==> src/rtl/dbrms_pkg.sv <==
// Package for the dual block RMS meter: constants, payload and record types,
// and the arithmetic helpers used by the front end and the back end.
// No dependencies.
`timescale 1ns / 1ps
`default_nettype none
package dbrms_pkg;

  localparam int SAMPLE_BITS   = 24;
  localparam int RMS_BITS      = 23;
  localparam int SUM_BITS      = 62;
  localparam int COUNT_BITS    = 16;
  localparam int SQ_BITS       = 2 * SAMPLE_BITS;
  localparam int ROOT_BITS     = SUM_BITS / 2;
  localparam int DIV_STEPS     = SUM_BITS;
  localparam int DIV_CNT_BITS  = $clog2(DIV_STEPS);
  localparam int FIFO_DEPTH    = 2;
  localparam int FIFO_PTR_BITS = $clog2(FIFO_DEPTH);
  localparam int FIFO_CNT_BITS = $clog2(FIFO_DEPTH + 1);
  localparam int ADDR_BITS     = 2;
  localparam int DATA_BITS     = 32;

  // Alignment of the integer root (SAMPLE_BITS - 1 magnitude bits) to RMS_BITS.
  localparam int RMS_SHL = (SAMPLE_BITS - 1 < RMS_BITS) ? RMS_BITS - (SAMPLE_BITS - 1) : 0;
  localparam int RMS_SHR = (SAMPLE_BITS - 1 > RMS_BITS) ? (SAMPLE_BITS - 1) - RMS_BITS : 0;

  localparam logic [COUNT_BITS-1:0] WINDOW_RESET = COUNT_BITS'(4800);
  localparam logic [RMS_BITS-1:0]   RMS_LIMIT    = '1;
  localparam logic [SUM_BITS-1:0]   SUM_LIMIT    = '1;

  typedef struct packed {
    logic signed [SAMPLE_BITS-1:0] in_sample;
    logic signed [SAMPLE_BITS-1:0] out_sample;
  } frame_t;

  typedef struct packed {
    logic [RMS_BITS-1:0] in_rms;
    logic [RMS_BITS-1:0] out_rms;
  } result_t;

  // One finished window: both sums and the number of frames taken.
  typedef struct packed {
    logic [SUM_BITS-1:0]   in_sum;
    logic [SUM_BITS-1:0]   out_sum;
    logic [COUNT_BITS-1:0] frames;
  } window_t;

  // Magnitude of a two's complement sample; full-scale negative fits unsigned.
  function automatic logic [SAMPLE_BITS-1:0] magnitude(input logic [SAMPLE_BITS-1:0] s);
    return s[SAMPLE_BITS-1] ? (~s + 1'b1) : s;
  endfunction

  function automatic logic [SUM_BITS-1:0] add_sat(input logic [SUM_BITS-1:0] sum,
                                                  input logic [SQ_BITS-1:0] sq);
    logic [SUM_BITS:0] total;
    total = {1'b0, sum} + (SUM_BITS + 1)'(sq);
    return total[SUM_BITS] ? SUM_LIMIT : total[SUM_BITS-1:0];
  endfunction

  function automatic logic [RMS_BITS-1:0] scale_root(input logic [ROOT_BITS-1:0] root);
    logic [63:0] wide;
    wide = (64'(root) << RMS_SHL) >> RMS_SHR;
    return (wide > 64'(RMS_LIMIT)) ? RMS_LIMIT : wide[RMS_BITS-1:0];
  endfunction

endpackage
`default_nettype wire

==> src/rtl/dual_block_rms_meter.sv <==
// Dual block RMS meter. Each accepted frame carries one input-side and one
// output-side signed sample; both are squared and summed, and after
// window_length frames (0 acts as 1) one result gives floor(sqrt(sum/frames))
// for each side as unsigned Q0.23, saturated at the top code. Frames are taken
// one per clock while full is low: the square of a frame is registered and
// then added to the sums. Each finished window goes into a two-entry record
// queue, and a shared divide-and-root unit turns it into a result: restoring
// division (one quotient bit per cycle, both sides in parallel), bit-serial
// square root, and hand-over (square, record write, load, output register).
// full rises only when the next frame would end a window while the record
// queue has no free slot, counting a window still in flight, which happens
// with windows shorter than the back end's work per window or when results
// are left waiting on the output. There is no clearing pass after reset.
// Depends on dbrms_pkg, dbrms_front, dbrms_fifo and dbrms_back.
`timescale 1ns / 1ps
`default_nettype none
module dual_block_rms_meter (
  input  wire logic                                clk,
  input  wire logic                                rst,
  // Configuration port.
  input  wire logic                                psel,
  input  wire logic                                penable,
  input  wire logic                                pwrite,
  input  wire logic [dbrms_pkg::ADDR_BITS-1:0]     paddr,
  input  wire logic [dbrms_pkg::DATA_BITS-1:0]     pwdata,
  output logic      [dbrms_pkg::DATA_BITS-1:0]     prdata,
  output logic                                     pready,
  // Frame requests in.
  input  wire logic                                push,
  input  wire dbrms_pkg::frame_t                   frame,
  output logic                                     full,
  // Result requests out.
  input  wire logic                                pop,
  output dbrms_pkg::result_t                       result,
  output logic                                     empty
);
  import dbrms_pkg::*;

  logic [COUNT_BITS-1:0]    window_length;
  logic                     cfg_write;
  logic                     rec_push;
  window_t                  rec_in;
  window_t                  rec_out;
  logic                     rec_empty;
  logic                     rec_pop;
  logic [FIFO_CNT_BITS-1:0] rec_count;

  // The only register, window_length, occupies the whole address space, so
  // every completed write lands in it. Only its low 16 bits are stored.
  assign pready    = 1'b1;
  assign cfg_write = psel && penable && pwrite && pready;
  assign prdata    = DATA_BITS'(window_length);

  always_ff @(posedge clk) begin
    if (rst) begin
      window_length <= WINDOW_RESET;
    end else if (cfg_write) begin
      window_length <= pwdata[COUNT_BITS-1:0];
    end
  end

  // Front end: squares and sums, one frame per cycle while full is low.
  dbrms_front u_front (
    .clk           (clk),
    .rst           (rst),
    .push          (push),
    .frame         (frame),
    .full          (full),
    .window_length (window_length),
    .fifo_count    (rec_count),
    .rec_push      (rec_push),
    .rec           (rec_in)
  );

  // Finished windows wait here while the back end is busy.
  dbrms_fifo u_fifo (
    .clk   (clk),
    .rst   (rst),
    .push  (rec_push),
    .din   (rec_in),
    .pop   (rec_pop),
    .dout  (rec_out),
    .empty (rec_empty),
    .count (rec_count)
  );

  // Back end: divide, root, and the output register.
  dbrms_back u_back (
    .clk       (clk),
    .rst       (rst),
    .rec       (rec_out),
    .rec_empty (rec_empty),
    .rec_pop   (rec_pop),
    .result    (result),
    .empty     (empty),
    .pop       (pop)
  );

endmodule
`default_nettype wire

==> src/rtl/dbrms_front.sv <==
// Front end of the RMS meter: takes frames, squares both samples, keeps the
// running sums and hands each finished window to the record queue. Uses dbrms_pkg.
`timescale 1ns / 1ps
`default_nettype none
module dbrms_front (
  input  wire logic                                     clk,
  input  wire logic                                     rst,
  input  wire logic                                     push,
  input  wire dbrms_pkg::frame_t                        frame,
  output logic                                          full,
  input  wire logic [dbrms_pkg::COUNT_BITS-1:0]         window_length,
  input  wire logic [dbrms_pkg::FIFO_CNT_BITS-1:0]      fifo_count,
  output logic                                          rec_push,
  output dbrms_pkg::window_t                            rec
);
  import dbrms_pkg::*;

  logic [COUNT_BITS-1:0]    frame_count;
  logic [COUNT_BITS-1:0]    target;
  logic [COUNT_BITS:0]      taken;
  logic                     is_last;
  logic                     accept;
  logic [FIFO_CNT_BITS:0]   queued;

  logic                     sq_valid;
  logic                     sq_last;
  logic [SQ_BITS-1:0]       sq_in;
  logic [SQ_BITS-1:0]       sq_out;
  logic [COUNT_BITS-1:0]    sq_frames;

  logic [SUM_BITS-1:0]      in_sum;
  logic [SUM_BITS-1:0]      out_sum;
  logic [SUM_BITS-1:0]      in_total;
  logic [SUM_BITS-1:0]      out_total;
  logic [SAMPLE_BITS-1:0]   in_mag;
  logic [SAMPLE_BITS-1:0]   out_mag;

  assign target  = (window_length == '0) ? COUNT_BITS'(1) : window_length;
  assign taken   = {1'b0, frame_count} + (COUNT_BITS + 1)'(1);
  assign is_last = taken >= {1'b0, target};

  // A window-ending frame needs a free queue slot, counting one still in flight.
  assign queued = {1'b0, fifo_count} + (FIFO_CNT_BITS + 1)'(sq_valid && sq_last);
  assign full   = is_last && (queued >= (FIFO_CNT_BITS + 1)'(FIFO_DEPTH));
  assign accept = push && !full;

  assign in_mag  = magnitude(frame.in_sample);
  assign out_mag = magnitude(frame.out_sample);

  assign in_total  = add_sat(in_sum, sq_in);
  assign out_total = add_sat(out_sum, sq_out);

  assign rec_push    = sq_valid && sq_last;
  assign rec.in_sum  = in_total;
  assign rec.out_sum = out_total;
  assign rec.frames  = sq_frames;

  always_ff @(posedge clk) begin
    if (rst) begin
      frame_count <= '0;
      sq_valid    <= 1'b0;
      in_sum      <= '0;
      out_sum     <= '0;
    end else begin
      sq_valid <= accept;
      if (accept) begin
        frame_count <= is_last ? '0 : taken[COUNT_BITS-1:0];
      end
      if (sq_valid) begin
        if (sq_last) begin
          in_sum  <= '0;
          out_sum <= '0;
        end else begin
          in_sum  <= in_total;
          out_sum <= out_total;
        end
      end
    end
  end

  always_ff @(posedge clk) begin
    if (accept) begin
      sq_in     <= in_mag * in_mag;
      sq_out    <= out_mag * out_mag;
      sq_last   <= is_last;
      sq_frames <= taken[COUNT_BITS-1:0];
    end
  end

endmodule
`default_nettype wire

==> src/rtl/dbrms_fifo.sv <==
// Short record queue between the front end and the back end of the RMS meter.
// Uses dbrms_pkg for the record type and depth.
`timescale 1ns / 1ps
`default_nettype none
module dbrms_fifo (
  input  wire logic                                clk,
  input  wire logic                                rst,
  input  wire logic                                push,
  input  wire dbrms_pkg::window_t                  din,
  input  wire logic                                pop,
  output dbrms_pkg::window_t                       dout,
  output logic                                     empty,
  output logic [dbrms_pkg::FIFO_CNT_BITS-1:0]      count
);
  import dbrms_pkg::*;

  window_t                  slots [FIFO_DEPTH];
  logic [FIFO_PTR_BITS-1:0] wr_ptr;
  logic [FIFO_PTR_BITS-1:0] rd_ptr;
  logic                     do_pop;

  assign empty  = (count == '0);
  assign do_pop = pop && !empty;
  assign dout   = slots[rd_ptr];

  always_ff @(posedge clk) begin
    if (rst) begin
      wr_ptr <= '0;
      rd_ptr <= '0;
      count  <= '0;
    end else begin
      if (push) begin
        wr_ptr <= (wr_ptr == FIFO_PTR_BITS'(FIFO_DEPTH - 1)) ? '0 : wr_ptr + 1'b1;
      end
      if (do_pop) begin
        rd_ptr <= (rd_ptr == FIFO_PTR_BITS'(FIFO_DEPTH - 1)) ? '0 : rd_ptr + 1'b1;
      end
      count <= count + FIFO_CNT_BITS'(push) - FIFO_CNT_BITS'(do_pop);
    end
  end

  always_ff @(posedge clk) begin
    if (push) begin
      slots[wr_ptr] <= din;
    end
  end

endmodule
`default_nettype wire

==> src/rtl/dbrms_back.sv <==
// Back end of the RMS meter: divides both window sums by the frame count
// one quotient bit per cycle, takes both integer roots one result bit per
// cycle, and holds the result for the consumer. Uses dbrms_pkg.
`timescale 1ns / 1ps
`default_nettype none
module dbrms_back (
  input  wire logic                clk,
  input  wire logic                rst,
  input  wire dbrms_pkg::window_t  rec,
  input  wire logic                rec_empty,
  output logic                     rec_pop,
  output dbrms_pkg::result_t       result,
  output logic                     empty,
  input  wire logic                pop
);
  import dbrms_pkg::*;

  localparam logic [1:0] ST_IDLE = 2'd0;
  localparam logic [1:0] ST_DIV  = 2'd1;
  localparam logic [1:0] ST_ROOT = 2'd2;
  localparam logic [1:0] ST_DONE = 2'd3;

  logic [1:0]               state;
  logic [DIV_CNT_BITS-1:0]  step;
  logic [COUNT_BITS-1:0]    divisor;
  logic [SUM_BITS-1:0]      bit_mask;

  // Lane 0 is the input side, lane 1 the output side.
  logic [1:0][SUM_BITS-1:0]   x;
  logic [1:0][COUNT_BITS-1:0] rem;
  logic [1:0][SUM_BITS-1:0]   root;

  logic [1:0][SUM_BITS-1:0]   x_div_next;
  logic [1:0][COUNT_BITS-1:0] rem_next;
  logic [1:0][SUM_BITS-1:0]   x_root_next;
  logic [1:0][SUM_BITS-1:0]   root_next;
  logic [1:0][COUNT_BITS:0]   div_trial;
  logic [1:0][SUM_BITS:0]     root_trial;
  logic [1:0]                 div_ge;
  logic [1:0]                 root_ge;

  logic    out_valid;
  logic    load_out;
  result_t res_next;

  always_comb begin
    for (int i = 0; i < 2; i++) begin
      // Restoring division: the quotient bits shift into x behind the dividend.
      div_trial[i]  = {rem[i], x[i][SUM_BITS-1]};
      div_ge[i]     = div_trial[i] >= {1'b0, divisor};
      rem_next[i]   = div_ge[i] ? COUNT_BITS'(div_trial[i] - {1'b0, divisor})
                                : div_trial[i][COUNT_BITS-1:0];
      x_div_next[i] = {x[i][SUM_BITS-2:0], div_ge[i]};

      root_trial[i]  = {1'b0, root[i]} + {1'b0, bit_mask};
      root_ge[i]     = {1'b0, x[i]} >= root_trial[i];
      x_root_next[i] = root_ge[i] ? x[i] - root_trial[i][SUM_BITS-1:0] : x[i];
      root_next[i]   = root_ge[i] ? (root[i] >> 1) + bit_mask : root[i] >> 1;
    end
  end

  assign res_next.in_rms  = scale_root(root[0][ROOT_BITS-1:0]);
  assign res_next.out_rms = scale_root(root[1][ROOT_BITS-1:0]);

  assign rec_pop  = (state == ST_IDLE) && !rec_empty;
  assign load_out = (state == ST_DONE) && (!out_valid || pop);
  assign empty    = !out_valid;

  always_ff @(posedge clk) begin
    if (rst) begin
      state     <= ST_IDLE;
      out_valid <= 1'b0;
    end else begin
      if (load_out) begin
        out_valid <= 1'b1;
      end else if (pop) begin
        out_valid <= 1'b0;
      end
      case (state)
        ST_IDLE: begin
          if (!rec_empty) begin
            state <= ST_DIV;
          end
        end
        ST_DIV: begin
          if (step == DIV_CNT_BITS'(DIV_STEPS - 1)) begin
            state <= ST_ROOT;
          end
        end
        ST_ROOT: begin
          if (bit_mask[0]) begin
            state <= ST_DONE;
          end
        end
        ST_DONE: begin
          if (load_out) begin
            state <= ST_IDLE;
          end
        end
        default: begin
          state <= ST_IDLE;
        end
      endcase
    end
  end

  always_ff @(posedge clk) begin
    case (state)
      ST_IDLE: begin
        x[0]    <= rec.in_sum;
        x[1]    <= rec.out_sum;
        rem     <= '0;
        divisor <= rec.frames;
        step    <= '0;
      end
      ST_DIV: begin
        x        <= x_div_next;
        rem      <= rem_next;
        step     <= step + 1'b1;
        root     <= '0;
        bit_mask <= SUM_BITS'(1) << (SUM_BITS - 2);
      end
      ST_ROOT: begin
        x        <= x_root_next;
        root     <= root_next;
        bit_mask <= bit_mask >> 2;
      end
      default: begin
      end
    endcase
    if (load_out) begin
      result <= res_next;
    end
  end

endmodule
`default_nettype wire

==> config.mk <==
export PLATFORM = sky130hd
export DESIGN_NAME = dual_block_rms_meter
export DESIGN_NICKNAME = d
export VERILOG_FILES = /design/src/rtl/dbrms_pkg.sv /design/src/rtl/dual_block_rms_meter.sv /design/src/rtl/dbrms_front.sv /design/src/rtl/dbrms_fifo.sv /design/src/rtl/dbrms_back.sv
export SDC_FILE = /design/constraint.sdc
export NUM_CORES = 2
export LEC_CHECK = 0
export ABC_AREA = 1
export BUFFER_PORTS_ARGS = -buffer_cell sky130_fd_sc_hd__buf_2
export CORE_MARGIN = 3
export CORE_UTILIZATION = 55
export CTS_BUF_LIST = sky130_fd_sc_hd__clkbuf_4 sky130_fd_sc_hd__clkbuf_8
export CTS_CLUSTER_SIZE = 10
export DETAILED_ROUTE_END_ITERATION = 8
export PLACE_DENSITY = 0.77
export SYNTH_ARGS = -nofsm -noshare
export SYNTH_HDL_FRONTEND = slang
export SYNTH_HIERARCHICAL = 1
export SYNTH_SLANG_ARGS = --single-unit
==> constraint.sdc <==
create_clock -name clk -period 13.05 [get_ports clk]
set_clock_uncertainty 0.15 [all_clocks]
set_input_delay 1.305 -clock clk [delete_from_list [all_inputs] [get_ports clk]]
set_output_delay 1.305 -clock clk [all_outputs]
set_load 0.02 [all_outputs]
==> reports/results.txt <==
status: complete, no violations
TritonCTS Buffers: 153
H-tree level count: 4
Post-Syn Area: 0.1064 mm2
kind of end point of the critical path: flop
slowest CP cell: inv_1
num ports: 170
Die Ht: 445.9 um
Worst-path clk slew: 60 ps
CP max stage delay: 650 ps
reg2reg path depth: 29
largest family of logic cells by synthesized area: adder cells
GRT Overall Usage: 30.51%
hold buffers post-CTS: 0
Hold WC Path Type: reg2reg
worst-case hold path end point: u_fifo/slots[1][14]
1st-pass router iterations: 9
HP Start: u_front/sq_frames[14]
Port Buffers: 134
CTS root buffer: clkbuf_8
Starting DRT DRC Count: 8,856
DR WL/cell: 18.01 um
max-slew violations: 0
Die W: 445.9 um
Main synth FF type: edfxtp_1
core area: 0.1912 mm2
worst skew pair latency: 920 ps
Setup crit start kind: input port
Yosys reg bits: 935
worst reg2reg startpoint: u_back/bit_mask[0]
Hold Path Depth: 0
Nets: 16,060
fraction of synthesized area in multiplexers: 1.834%
DRC violations left: 0
simple-gate share of the synthesized area: 23.67%
Yosys cell types: 77
RSZ-0062 raised after global routing: no
Avg Inst Size Synth: 7.463 um2
Die ar.: 0.1988 mm2
Area growth syn-to-layout: 6.224%
crit path buf inv count: 9
largest net degree at the start of global routing: 142
final hold violation count: 0
post-synthesis xor/xnor area fraction: 3.480%
Vias: 93,640
Cells after Synth: 14,260
Post-synth EDFFs: 770
Max-Cap Viols: 0
synth warn: 6
r2r setup slk: 5980 ps
initial antenna violation count: 2
ys async rst share: 0%
Worst Setup Path Type: in2reg
CTS tree: built
sequential fraction of the synthesis area: 24.83%
layout cells sized above 1: 6.177%
CP arrival: 10,280 ps
Fmax achieved: 0.1020 GHz
Period minus WS final: 9805 ps
Max-slew headroom: 30.87%
Vias per Instance: 5.502
Fin Setup TNS: 0 ps
clock sinks: 935
Worst-Margin Slew: 1028 ps
CTS max path bufs: 3
initial core utilization: 55.66%
Compound-Gate Fraction of Synth Area: 9.737%
Finish-stage setup viols: 0
Row Count: 160
number of global-route vias before repair: 90,710
CP most frequent cell: fa_1
Placer Congestion: 1.021
first-pass GRT wire length: 482,400 um
Resized Gates After CTS: 0
GR Overflow Total: 0
Required @ worst endpoint: 13,530 ps
adder-cell share of the synthesized area: 24.77%
DP HPWL: 246,400 um
Crit Path Max Fanout: 21
remaining antenna violation count: 0
cell family with most CP delay: adder cells
setup bufs post-CTS: 0
RR Endpoint: u_back/x[72]
final WL: 306,500 um
Tcrit/Tclk final: 75.13%
[per-stage QoR]
| step | area, um2 | hold WS [ps] | cells | utilization, % | setup WS [ps] |
|---|---|---|---|---|---|
| final | 113000 | 290.2 | 17020 | 59.12 | 3245 |
| after global routing | 113000 | 302.8 | 17020 | 59.12 | 2921 |
| after CTS | 113000 | 293.0 | 17020 | 59.12 | 3452 |
| after detailed placement | 109500 | 279.1 | 16730 | 57.29 | 2489 |
| after global placement | 109500 | 273.5 | 16730 | 57.29 | 2694 |
| after floorplan | 106600 | 271.5 | 14310 | - | 4278 |
[per-layer routing]
metal / wire length, um / up-vias / track usage (%)
met3: 25310 / 741 / 3.945
met1: 129200 / 43690 / 41.61
met4: 15140 / 0 / 13.61
li1: - / 45220 / -
met2: 136800 / 3983 / 48.69
met5: 0 / - / 0
[synth_stat cells (74+ instances only)]
library cell	number	share of area, %
ha_1	747	8.8
inv_1	2819	9.9
xor2_1	273	2.2
dfxtp_1	165	3.1
xnor2_1	143	1.2
nand4_1	122	0.72
clkbuf_1	148	0.52
nand3_1	660	3.1
mux2_4	100	1.4
fa_1	850	16
nand2_1	3407	12
o21ai_0	538	2.5
nor2_1	1454	5.1
nor3_1	106	0.50
o21bai_1	74	0.52
edfxtp_1	770	22
a21oi_1	1075	5.1
[worst max-delay path by stage]
stage                         to  cells past startpoint       from
2_1_floorplan  u_front/sq_in[38]                     37  frame[24]
6_report       u_front/sq_in[39]                     34  frame[24]
3_3_place_gp   u_front/sq_in[39]                     34  frame[24]
4_1_cts        u_front/sq_in[39]                     34  frame[24]
3_5_place_dp   u_front/sq_in[39]                     34  frame[24]
5_1_grt        u_front/sq_in[39]                     34  frame[24]
[layout make-up]
class                      instances  area (um2)
inverter                        2876       10820
clock buffer                     215        2690
timing repair buffer             214        1299
tap                             2511        3142
fill                           17590       78150
multi-input combinational      10200       67840
clock inverter                    69       813.3
antenna                            1       2.502
sequential                       935       26430
[sequential cells by signal, summed over array words and instances (netlist names), 2 cells and up, named ones only]
signal / count
u_fifo/count: 2
u_front/sq_out: 47
u_front/sq_in: 47
u_front/sq_frames: 16
u_back/result: 46
u_back/divisor: 16
u_front/frame_count: 16
u_back/div_trial: 34
u_back/step: 6
u_back/bit_mask: 31
u_back/x: 122
u_back/root: 124
u_front/out_sum: 62
window_length: 16
u_fifo/slots: 280
u_front/in_sum: 62
u_back/state: 2
[cells in the final DEF, fill, tap and decap left out, drive strengths merged, types with 12 or more instances in the layout]
cell,count
a21o,51
nand2,3461
or2,58
and3,14
fa,850
edfxtp,770
nor2,1486
inv,2879
nand4,123
clkbuf,215
buf,214
a21boi,13
mux2,140
nor3,114
o21bai,74
nand3b,38
o21a,21
ha,747
clkinv,48
a21oi,1083
xor2,275
nand3,705
dfxtp,165
conb,51
nor4,42
xnor2,144
a31oi,53
o21ai,572
o211ai,18
bufinv,14
a211oi,12
[cells by family (layout without fill, tap and decap cells)]
family                   count (synthesis)  in the layout
AO/OA/AOI/OAI                         1929           1929
XOR/XNOR                               419            419
buffers and inverters                 3175           3374
multiplexers                           140            140
other                                    4             52
flip-flops                             935            935
adder cells (fa/ha/maj)               1597           1597
AND/OR/NAND/NOR                       6060           6060
Power is not shown: default switching activity piles up to over one toggle a cycle in this logic, so the estimate is an artifact.
